===== config.mk =====
export PLATFORM = sky130hd
export DESIGN_NAME = cholesky_fill_pattern_etree
export DESIGN_NICKNAME = d
export VERILOG_FILES = /design/src/rtl/core/cfpe_pkg.sv /design/src/rtl/core/cfpe_ram.sv /design/src/rtl/core/cfpe_ctrl.sv /design/src/rtl/core/cfpe_dp.sv /design/src/rtl/core/cholesky_fill_pattern_etree.sv
export SDC_FILE = /design/constraint.sdc
export NUM_CORES = 1
export LEC_CHECK = 0
export ABC_AREA = 1
export BUFFER_PORTS_ARGS = -buffer_cell sky130_fd_sc_hd__buf_2
export CAP_MARGIN = 20
export CORE_MARGIN = 2
export CORE_UTILIZATION = 30
export CTS_BUF_LIST = sky130_fd_sc_hd__clkbuf_16
export DETAILED_ROUTE_END_ITERATION = 8
export MAX_ROUTING_LAYER = met4
export PLACE_DENSITY = 0.5
export REMOVE_ABC_BUFFERS = 1
export SLEW_MARGIN = 10
export SYNTH_ARGS = -nofsm -noshare
export SYNTH_HDL_FRONTEND = slang
export SYNTH_HIERARCHICAL = 1
export SYNTH_SLANG_ARGS = --single-unit
export TNS_END_PERCENT = 1

===== constraint.sdc =====
create_clock -name i_clk -period 4.2 [get_ports i_clk]
set_input_delay 1.05 -clock i_clk [delete_from_list [all_inputs] [get_ports i_clk]]
set_output_delay 1.05 -clock i_clk [all_outputs]
set_load 0.01 [all_outputs]

===== src/rtl/core/cfpe_pkg.sv =====
// Package for the symbolic Cholesky row-pattern engine.
// Holds the request structs, controller state, command/status groups and constants.
// No dependencies; cfpe_ctrl, cfpe_dp, the top level and the testbench import it.
package cfpe_pkg;

    localparam int W_FIELD = 6;
    localparam int PAR_W = 7;
    localparam logic [PAR_W-1:0] NO_PARENT = 7'd127;

    typedef struct packed {
        logic [W_FIELD-1:0] row;
        logic [W_FIELD-1:0] col;
        logic               row_end;
    } t_in_req;

    typedef struct packed {
        logic [W_FIELD-1:0] out_row;
        logic [W_FIELD-1:0] out_col;
        logic               last;
    } t_out_req;

    typedef enum logic [2:0] {
        ST_IDLE,
        ST_WALK_RD,
        ST_WALK_WB,
        ST_EMIT,
        ST_EMIT_DIAG
    } t_state;

    typedef struct packed {
        logic accept;
        logic walk_rd;
        logic walk_wb;
        logic emit_step;
        logic emit_diag;
    } t_cmd;

    typedef struct packed {
        logic in_ok;
        logic in_walk;
        logic in_end;
        logic row_end;
        logic node_marked;
        logic walk_stop;
        logic scan_adv;
        logic scan_last;
        logic out_free;
    } t_status;

endpackage


===== src/rtl/core/cfpe_ram.sv =====
// Generic single-write, single-read RAM with a registered read port.
// Depends on nothing.
module cfpe_ram #(
    parameter int WIDTH = 7,
    parameter int DEPTH = 64
) (
    input  logic                     i_clk,
    input  logic                     i_we,
    input  logic [$clog2(DEPTH)-1:0] i_waddr,
    input  logic [WIDTH-1:0]         i_wdata,
    input  logic                     i_re,
    input  logic [$clog2(DEPTH)-1:0] i_raddr,
    output logic [WIDTH-1:0]         o_rdata
);

    logic [WIDTH-1:0] r_mem [DEPTH];
    logic [WIDTH-1:0] r_rdata;

    always_ff @(posedge i_clk) begin
        if (i_we) begin
            r_mem[i_waddr] <= i_wdata;
        end
        if (i_re) begin
            r_rdata <= r_mem[i_raddr];
        end
    end

    assign o_rdata = r_rdata;

endmodule


===== src/rtl/core/cfpe_ctrl.sv =====
// Controller state machine of the row-pattern engine.
// Depends on cfpe_pkg; drives commands to cfpe_dp and reads its status.
module cfpe_ctrl
    import cfpe_pkg::*;
(
    input  logic    i_clk,
    input  logic    i_rst_n,
    input  logic    i_in_valid,
    input  t_status i_status,
    output t_cmd    o_cmd,
    output logic    o_in_stall
);

    t_state r_state;
    t_state n_state;

    always_ff @(posedge i_clk) begin
        if (!i_rst_n) begin
            r_state <= ST_IDLE;
        end else begin
            r_state <= n_state;
        end
    end

    always_comb begin
        n_state = r_state;
        o_cmd = '0;
        o_in_stall = 1'b1;
        case (r_state)
            ST_IDLE: begin
                o_in_stall = 1'b0;
                o_cmd.accept = i_in_valid;
                if (i_in_valid && i_status.in_ok) begin
                    if (i_status.in_walk) begin
                        n_state = ST_WALK_RD;
                    end else if (i_status.in_end) begin
                        n_state = ST_EMIT;
                    end
                end
            end
            ST_WALK_RD: begin
                if (i_status.node_marked) begin
                    n_state = i_status.row_end ? ST_EMIT : ST_IDLE;
                end else begin
                    o_cmd.walk_rd = 1'b1;
                    n_state = ST_WALK_WB;
                end
            end
            ST_WALK_WB: begin
                o_cmd.walk_wb = 1'b1;
                if (i_status.walk_stop) begin
                    n_state = i_status.row_end ? ST_EMIT : ST_IDLE;
                end else begin
                    n_state = ST_WALK_RD;
                end
            end
            ST_EMIT: begin
                o_cmd.emit_step = 1'b1;
                if (i_status.scan_adv && i_status.scan_last) begin
                    n_state = ST_EMIT_DIAG;
                end
            end
            ST_EMIT_DIAG: begin
                if (i_status.out_free) begin
                    o_cmd.emit_diag = 1'b1;
                    n_state = ST_IDLE;
                end
            end
            default: begin
                n_state = ST_IDLE;
            end
        endcase
    end

endmodule


===== src/rtl/core/cfpe_dp.sv =====
// Datapath of the row-pattern engine: row marks, walk pointer, parent RAM, output register.
// Depends on cfpe_pkg and cfpe_ram; steered by commands from cfpe_ctrl.
module cfpe_dp
    import cfpe_pkg::*;
#(
    parameter int MAX_ORDER = 64
) (
    input  logic     i_clk,
    input  logic     i_rst_n,
    input  t_in_req  i_in_req,
    input  t_cmd     i_cmd,
    output t_status  o_status,
    output logic     o_out_valid,
    input  logic     i_out_stall,
    output t_out_req o_out_req
);

    localparam int IDX_W = $clog2(MAX_ORDER);
    localparam logic [PAR_W-1:0] MAX_P = PAR_W'(MAX_ORDER);
    localparam logic [IDX_W-1:0] LAST_IDX = IDX_W'(MAX_ORDER - 1);

    logic [MAX_ORDER-1:0] r_marks;
    logic [MAX_ORDER-1:0] n_marks;
    logic                 r_row_open;
    logic [W_FIELD-1:0]   r_cur_row;
    logic                 r_end;
    logic [IDX_W-1:0]     r_node;
    logic [IDX_W-1:0]     r_scan;
    logic                 r_out_valid;
    t_out_req             r_out_req;

    logic [IDX_W-1:0]     in_row_idx;
    logic [IDX_W-1:0]     cur_idx;
    logic                 opening;
    logic [PAR_W-1:0]     rdata;
    logic [PAR_W-1:0]     next_node;
    logic                 ram_we;
    logic [IDX_W-1:0]     ram_waddr;
    logic [PAR_W-1:0]     ram_wdata;
    logic                 scan_need;
    logic                 scan_adv;
    logic                 out_free;
    logic                 load_scan;

    assign in_row_idx = i_in_req.row[IDX_W-1:0];
    assign cur_idx = r_cur_row[IDX_W-1:0];
    assign opening = !r_row_open || (i_in_req.row != r_cur_row);

    assign next_node = (rdata == NO_PARENT) ? {1'b0, r_cur_row} : rdata;

    assign out_free = !r_out_valid || !i_out_stall;
    assign scan_need = r_marks[r_scan] && (r_scan != cur_idx);
    assign scan_adv = !scan_need || out_free;
    assign load_scan = i_cmd.emit_step && scan_need && out_free;

    always_comb begin
        o_status = '0;
        o_status.in_ok = {1'b0, i_in_req.row} < MAX_P;
        o_status.in_walk = i_in_req.col < i_in_req.row;
        o_status.in_end = i_in_req.row_end;
        o_status.row_end = r_end;
        o_status.node_marked = r_marks[r_node];
        o_status.walk_stop = next_node >= MAX_P;
        o_status.scan_adv = scan_adv;
        o_status.scan_last = r_scan == LAST_IDX;
        o_status.out_free = out_free;
    end

    // Parent writes: a new row gets no parent, a rootless node on the walk gets the row.
    always_comb begin
        ram_we = 1'b0;
        ram_waddr = in_row_idx;
        ram_wdata = NO_PARENT;
        if (i_cmd.accept && o_status.in_ok && opening) begin
            ram_we = 1'b1;
        end else if (i_cmd.walk_wb && (rdata == NO_PARENT)) begin
            ram_we = 1'b1;
            ram_waddr = r_node;
            ram_wdata = {1'b0, r_cur_row};
        end
    end

    cfpe_ram #(
        .WIDTH (PAR_W),
        .DEPTH (MAX_ORDER)
    ) u_parent (
        .i_clk   (i_clk),
        .i_we    (ram_we),
        .i_waddr (ram_waddr),
        .i_wdata (ram_wdata),
        .i_re    (i_cmd.walk_rd),
        .i_raddr (r_node),
        .o_rdata (rdata)
    );

    always_comb begin
        n_marks = r_marks;
        if (i_cmd.accept && o_status.in_ok && opening) begin
            n_marks = '0;
            n_marks[in_row_idx] = 1'b1;
        end else if (i_cmd.walk_wb) begin
            n_marks[r_node] = 1'b1;
        end
    end

    always_ff @(posedge i_clk) begin
        if (!i_rst_n) begin
            r_marks <= '0;
            r_row_open <= 1'b0;
            r_cur_row <= '0;
            r_out_valid <= 1'b0;
        end else begin
            r_marks <= n_marks;
            if (i_cmd.accept && o_status.in_ok) begin
                r_row_open <= 1'b1;
                r_cur_row <= i_in_req.row;
            end else if (i_cmd.emit_diag) begin
                r_row_open <= 1'b0;
            end
            if (load_scan || i_cmd.emit_diag) begin
                r_out_valid <= 1'b1;
            end else if (!i_out_stall) begin
                r_out_valid <= 1'b0;
            end
        end
    end

    always_ff @(posedge i_clk) begin
        if (i_cmd.accept) begin
            r_end <= i_in_req.row_end;
            r_node <= i_in_req.col[IDX_W-1:0];
            r_scan <= '0;
        end else begin
            if (i_cmd.walk_wb) begin
                r_node <= next_node[IDX_W-1:0];
            end
            if (i_cmd.emit_step && scan_adv) begin
                r_scan <= r_scan + IDX_W'(1);
            end
        end
        if (load_scan) begin
            r_out_req.out_row <= r_cur_row;
            r_out_req.out_col <= W_FIELD'(r_scan);
            r_out_req.last <= 1'b0;
        end else if (i_cmd.emit_diag) begin
            r_out_req.out_row <= r_cur_row;
            r_out_req.out_col <= r_cur_row;
            r_out_req.last <= 1'b1;
        end
    end

    assign o_out_valid = r_out_valid;
    assign o_out_req = r_out_req;

endmodule


===== src/rtl/core/cholesky_fill_pattern_etree.sv =====
// Symbolic Cholesky row-pattern engine: an accepted request is taken in ST_IDLE, then the
// elimination-tree walk handles each unmarked node with a parent RAM read, then an update,
// and stops on an already-marked node or on a parent link at or above MAX_ORDER.
// A row-end request adds a scan over all MAX_ORDER columns and then the diagonal result;
// output stalls hold the scan. One request is in work at a time.
// Reset is synchronous and active low: it clears controller state, row marks, the open-row
// flag and output valid; the parent RAM is not cleared but set per row as the row opens.
module cholesky_fill_pattern_etree
    import cfpe_pkg::*;
#(
    parameter int MAX_ORDER = 64
) (
    input  logic     i_clk,
    input  logic     i_rst_n,
    input  logic     i_in_valid,
    output logic     o_in_stall,
    input  t_in_req  i_in_req,
    output logic     o_out_valid,
    input  logic     i_out_stall,
    output t_out_req o_out_req
);

    // The controller sequences each request: accept, walk the tree from the entry's
    // column until a node already marked in this row is met, and on the row's last
    // request scan the mark bitmap in ascending column order before the diagonal.
    t_cmd    cmd;
    t_status status;

    cfpe_ctrl u_ctrl (
        .i_clk      (i_clk),
        .i_rst_n    (i_rst_n),
        .i_in_valid (i_in_valid),
        .i_status   (status),
        .o_cmd      (cmd),
        .o_in_stall (o_in_stall)
    );

    // The datapath holds the row marks in flip-flops, so that the walk can test a
    // node without a memory read, and the parent links in a RAM.
    cfpe_dp #(
        .MAX_ORDER (MAX_ORDER)
    ) u_dp (
        .i_clk       (i_clk),
        .i_rst_n     (i_rst_n),
        .i_in_req    (i_in_req),
        .i_cmd       (cmd),
        .o_status    (status),
        .o_out_valid (o_out_valid),
        .i_out_stall (i_out_stall),
        .o_out_req   (o_out_req)
    );

    // A stalled result keeps its valid and its payload until it is taken.
    a_out_hold: assert property (@(posedge i_clk) disable iff (!i_rst_n)
        (o_out_valid && i_out_stall) |=> (o_out_valid && $stable(o_out_req)))
        else $error("stalled result dropped or changed");

    // The diagonal result always names its own row.
    a_diag_col: assert property (@(posedge i_clk) disable iff (!i_rst_n)
        (o_out_valid && o_out_req.last) |-> (o_out_req.out_col == o_out_req.out_row))
        else $error("diagonal result with a column other than its row");

    // An off-diagonal result never repeats the diagonal column.
    a_offdiag_col: assert property (@(posedge i_clk) disable iff (!i_rst_n)
        (o_out_valid && !o_out_req.last) |-> (o_out_req.out_col != o_out_req.out_row))
        else $error("off-diagonal result on the diagonal column");

endmodule


==> flow_summary.rst <==
.. list-table::
   :header-rows: 1

   * - Metric
     - Value
   * - Status
     - complete, no violations
   * - Class of the most critical setup path
     - input pin to register
   * - Power density normalized to cell area
     - 558 nW/um2
   * - Number of distinct library cell variants in the gate-level netlist after synthesis
     - 42
   * - Total of endpoints with negative setup slack in the final report
     - 0
   * - Switching power as a share of total power
     - 0.347
   * - Kind of path behind the tightest hold check
     - register to register
   * - Remaining Overflow, GRT
     - 0
   * - Seq cells post-synth
     - between 500 and 600
   * - Wire length of the first global-routing pass
     - about 110000 um
   * - Capture point of the worst path
     - u_dp/u_parent/r_mem[51][2]
   * - Effective utilization at floorplan
     - 0.302
   * - Number of H-tree levels
     - 3
   * - Most common cell after layout, fill and taps aside
     - nand2_1
   * - Clock skew after layout
     - roughly 0.023 ns
   * - Leakage power
     - 11.2 nW
   * - Count of flip-flops with a built-in enable after synthesis
     - 474
   * - Post-layout min period
     - 3.59 ns
   * - Net Switching
     - 0.00562 W
   * - Layout filler cell count
     - around 8.3k
   * - Slew @ Worst Pin
     - ~1.1 ns
   * - Met3 Use GR
     - 0.0259
   * - Mean number of vias per cell
     - between 5 and 6
   * - Setup Slack @ Placement
     - ~0.11 ns
   * - Postcts setup bufs
     - 0
   * - Total CTS buffers
     - 66
   * - Startpoint type of the worst setup path
     - input pin
   * - Critical path data required time
     - 4.48 ns
   * - Antenna violations before repair
     - 1
   * - Length of the first detailed-routing pass in iterations
     - 6
   * - Ratio of final minimum period to clock period
     - 0.855
   * - Via count of the first global-routing pass
     - roughly 18k
   * - Crit-path max cell delay
     - between 0.5 and 0.6 ns
   * - Dpl cell area
     - ~27000 um2
   * - Endpoint kind of the worst setup timing path
     - register
   * - Fraction of layout cells with a size suffix above 1
     - 0.124
   * - Area of the die
     - around 86000 um2
   * - Met1 Resource Use GR
     - 0.245
   * - Clk network pwr share
     - 0.335
   * - Layout overhead on the synthesized area
     - 15.4%
   * - Combinational share of power
     - 0.267
   * - Nets
     - roughly 2.6k
   * - Slack of the worst reg-to-reg path
     - around 0.66 ns
   * - Post-CTS resize count
     - 0
   * - Final ANT Viol Nets
     - 0
   * - WP data arrival
     - 3.88 ns
   * - Top flip-flop cell by instance count after synthesis
     - edfxtp_1
   * - Slowest library cell on the worst path
     - nor4_1
   * - Clk_lat worst skew
     - between 0.5 and 0.6 ns
   * - Routed Wire Length
     - ~75000 um
   * - Average cell area after synthesis
     - 9.99 um2
   * - Width of the chip
     - 294 um
   * - Yosys Warn Count
     - 6
   * - Critical register-to-register path endpoint
     - u_dp/u_parent/r_mem[51][2]
   * - Initial DRC count
     - 2078
   * - Row Count
     - 106
   * - Worst Slack Setup Final
     - between 0.6 and 0.7 ns
   * - Commonest cells after routing, fill and taps aside
     - nand2_1, edfxtp_1, nand3_1, nor2_1, inv_1
   * - Power, Total
     - about 0.016 W
   * - Total standard cell area after synthesis
     - 25200 um2
   * - Peak supply drop
     - 0.321 mV
   * - Maximum number of pins on one net before global-route repair
     - around 110
   * - Ys async rst share
     - 0
   * - Total Routing Usage GR
     - 0.179
   * - Maximum clock rate
     - approximately 0.28 GHz
   * - Cell chosen for the clock root
     - clkbuf_16
   * - Overall via count from detail_route
     - between 15k and 20k
   * - Share of the yosys chip area belonging to registers
     - 0.631
   * - Estimated wirelength of the detail-placed design
     - roughly 48000 um
   * - Die Height
     - just under 300 um
   * - Number of instances on the worst hold path
     - 2
   * - Number of instances in the synthesized netlist
     - approximately 2.5k
   * - Setup repair after global routing missed its margin
     - false
   * - Area of all placed cells without fillers
     - around 29000 um2
   * - Number of I/O pins
     - 32
   * - DRC violations left
     - 0
   * - Final estimated routing congestion in global placement
     - about 0.9
   * - Portion of total power attributed to sequential cells
     - 0.397
   * - Maximum fanout along the worst path
     - 16
   * - CTS hold repair buffers
     - 0
   * - Worst path cell trace
     - buf_2 > inv_2 > nand2_1 > o21ai_1 > a2111oi_2 > nand2_1 > nand2_4 > nand3_4 > o21ai_0 > buf_4 > inv_1 > buf_4 > nor4_1 > buf_4
   * - Clock tree from TritonCTS
     - yes
   * - Cell mode on critical path
     - buf_4
   * - Mean routed wirelength per cell
     - between 20 and 25 um
   * - Launching instance or port of the critical path
     - i_in_req[7]
   * - Maximum root-to-sink buffer count
     - 3
   * - Total of buffers placed on input and output ports
     - 31
   * - Number of hold violations in the final report
     - 0
   * - Number of maximum-capacitance violations
     - 0
   * - GR met2 Demand/Resource
     - 0.275
   * - Multi-input combinational cell area
     - 8070 um2
   * - Final-report max-slew violation count
     - 0
   * - Placeable Area
     - 83300 um2
   * - Most congested layer reported by global routing
     - met2
   * - Clock slew at the register clock pins of the worst setup and hold paths
     - about 0.050 ns
   * - Worst reg-to-reg path cell count
     - 13
   * - Int Power
     - between 0.01 and 0.015 W
   * - Launch instance of the worst register-to-register path
     - u_dp/cur_idx[2]
   * - Register cell area after layout
     - ~16000 um2
   * - Total number of clock tree sinks
     - roughly 560
   * - Max transition margin
     - 0.264
[registers in the layout, indices dropped and copies added (netlist names)]
| signal | cells |
|---|---|
| u_dp/u_parent/r_mem | 448 |
| u_dp/r_marks | 64 |
| u_dp/o_out_req | 13 |
| u_dp/u_parent/o_rdata | 7 |
| u_dp/cur_idx | 6 |
| u_dp/r_node | 6 |
| u_dp/r_scan | 6 |
| u_ctrl/r_state | 3 |
| u_dp/o_out_valid | 1 |
| u_dp/r_end | 1 |
| u_dp/r_row_open | 1 |
[synth_stat cells, types with 2 or more instances]
cell / count / area, um2
nand2_2: 5 / 31.3
o21ai_1: 8 / 40.0
o41ai_1: 3 / 26.3
nand3_1: 462 / 2310
nor2_2: 3 / 18.8
ha_1: 6 / 75.1
nor3_2: 2 / 20.0
xnor2_1: 2 / 17.5
o211ai_1: 6 / 45.0
buf_1: 13 / 48.8
inv_2: 10 / 37.5
nand3_2: 3 / 30.0
a211oi_2: 50 / 626
nand4_1: 14 / 87.6
xor2_1: 5 / 43.8
nor3_1: 10 / 50.1
inv_1: 92 / 345
a221oi_1: 5 / 43.8
nor2_1: 238 / 893
nand2_1: 714 / 2680
buf_2: 57 / 285
o21ai_0: 35 / 175
o22ai_1: 16 / 100
buf_6: 9 / 101
a211oi_1: 14 / 105
nor4_1: 10 / 62.6
nand3b_1: 2 / 15.0
clkbuf_1: 28 / 105
a21oi_1: 86 / 430
edfxtp_1: 474 / 14200
a22oi_1: 3 / 22.5
dfxtp_1: 82 / 1640
buf_4: 41 / 308
[through the flow]
step | setup TNS [ns] | hold slack (ns) | utilization | instances
floorplan | -3349.61 | 0.438 | - | 2369
global placement | 0 | 0.475 | 0.324 | 3600
detailed placement | 0 | 0.463 | 0.324 | 3600
CTS | 0 | 0.475 | 0.348 | 3716
global route | 0 | 0.516 | 0.348 | 3717
finish | 0 | 0.479 | 0.348 | 3717
[cell families (layout without fill, tap and decap cells)]
group / after synthesis / count (layout) / synth area share
AOI/OAI and AO/OA: 229 / 229 / 0.0655
xor gates and xnor gates: 7 / 7 / 0.00244
adders and majority gates: 6 / 6 / 0.00298
buffers and inverters: 252 / 371 / 0.0493
DFF: 556 / 556 / 0.631
other: 1 / 2 / 0.000149
and+or+nand+nor: 1466 / 1466 / 0.249
[layer usage]
layer	wire length (um)	part of all wire
met3	4920	0.065
met1	34000	0.45
met4	2020	0.027
met5	0	0
met2	34400	0.46
[how the worst min path moves through the flow]
| stage | start | endpoint |
|---|---|---|
| 2_1_floorplan | u_dp/r_row_open | u_dp/r_row_open |
| 3_3_place_gp | u_dp/o_out_req[0] | u_dp/o_out_req[0] |
| 3_5_place_dp | u_dp/o_out_req[0] | u_dp/o_out_req[0] |
| 4_1_cts | u_dp/o_out_req[0] | u_dp/o_out_req[0] |
| 5_1_grt | u_dp/r_row_open | u_dp/r_row_open |
| 6_report | u_dp/o_out_req[0] | u_dp/o_out_req[0] |
[power by group through the flow]
stage | clock network (W) | logic, W | registers [W]
floorplan | 0 | 0.00249 | 0.00679
global placement | 0 | 0.00427 | 0.00654
detailed placement | 0 | 0.00429 | 0.00654
CTS | 0.00556 | 0.00431 | 0.00643
global route | 0.00577 | 0.00476 | 0.00646
finish | 0.00543 | 0.00433 | 0.00643
[area by class of cell]
class                      count  share of cell area
multi-input combinational   1709               0.278
clock inverter                47              0.0110
tap                         1080              0.0466
inverter                     104              0.0137
clock buffer                  69              0.0595
sequential                   556               0.547
timing repair buffer         151              0.0441
antenna                        1           0.0000862
[critical path, delay by kind of cell]
family,cells,cell delay [ns]
AOI/OAI and AO/OA,3,0.71
and+or+nand+nor,5,1.04
buffers and inverters,6,1.06
No activity file was read; power rests on OpenSTA's default activity.
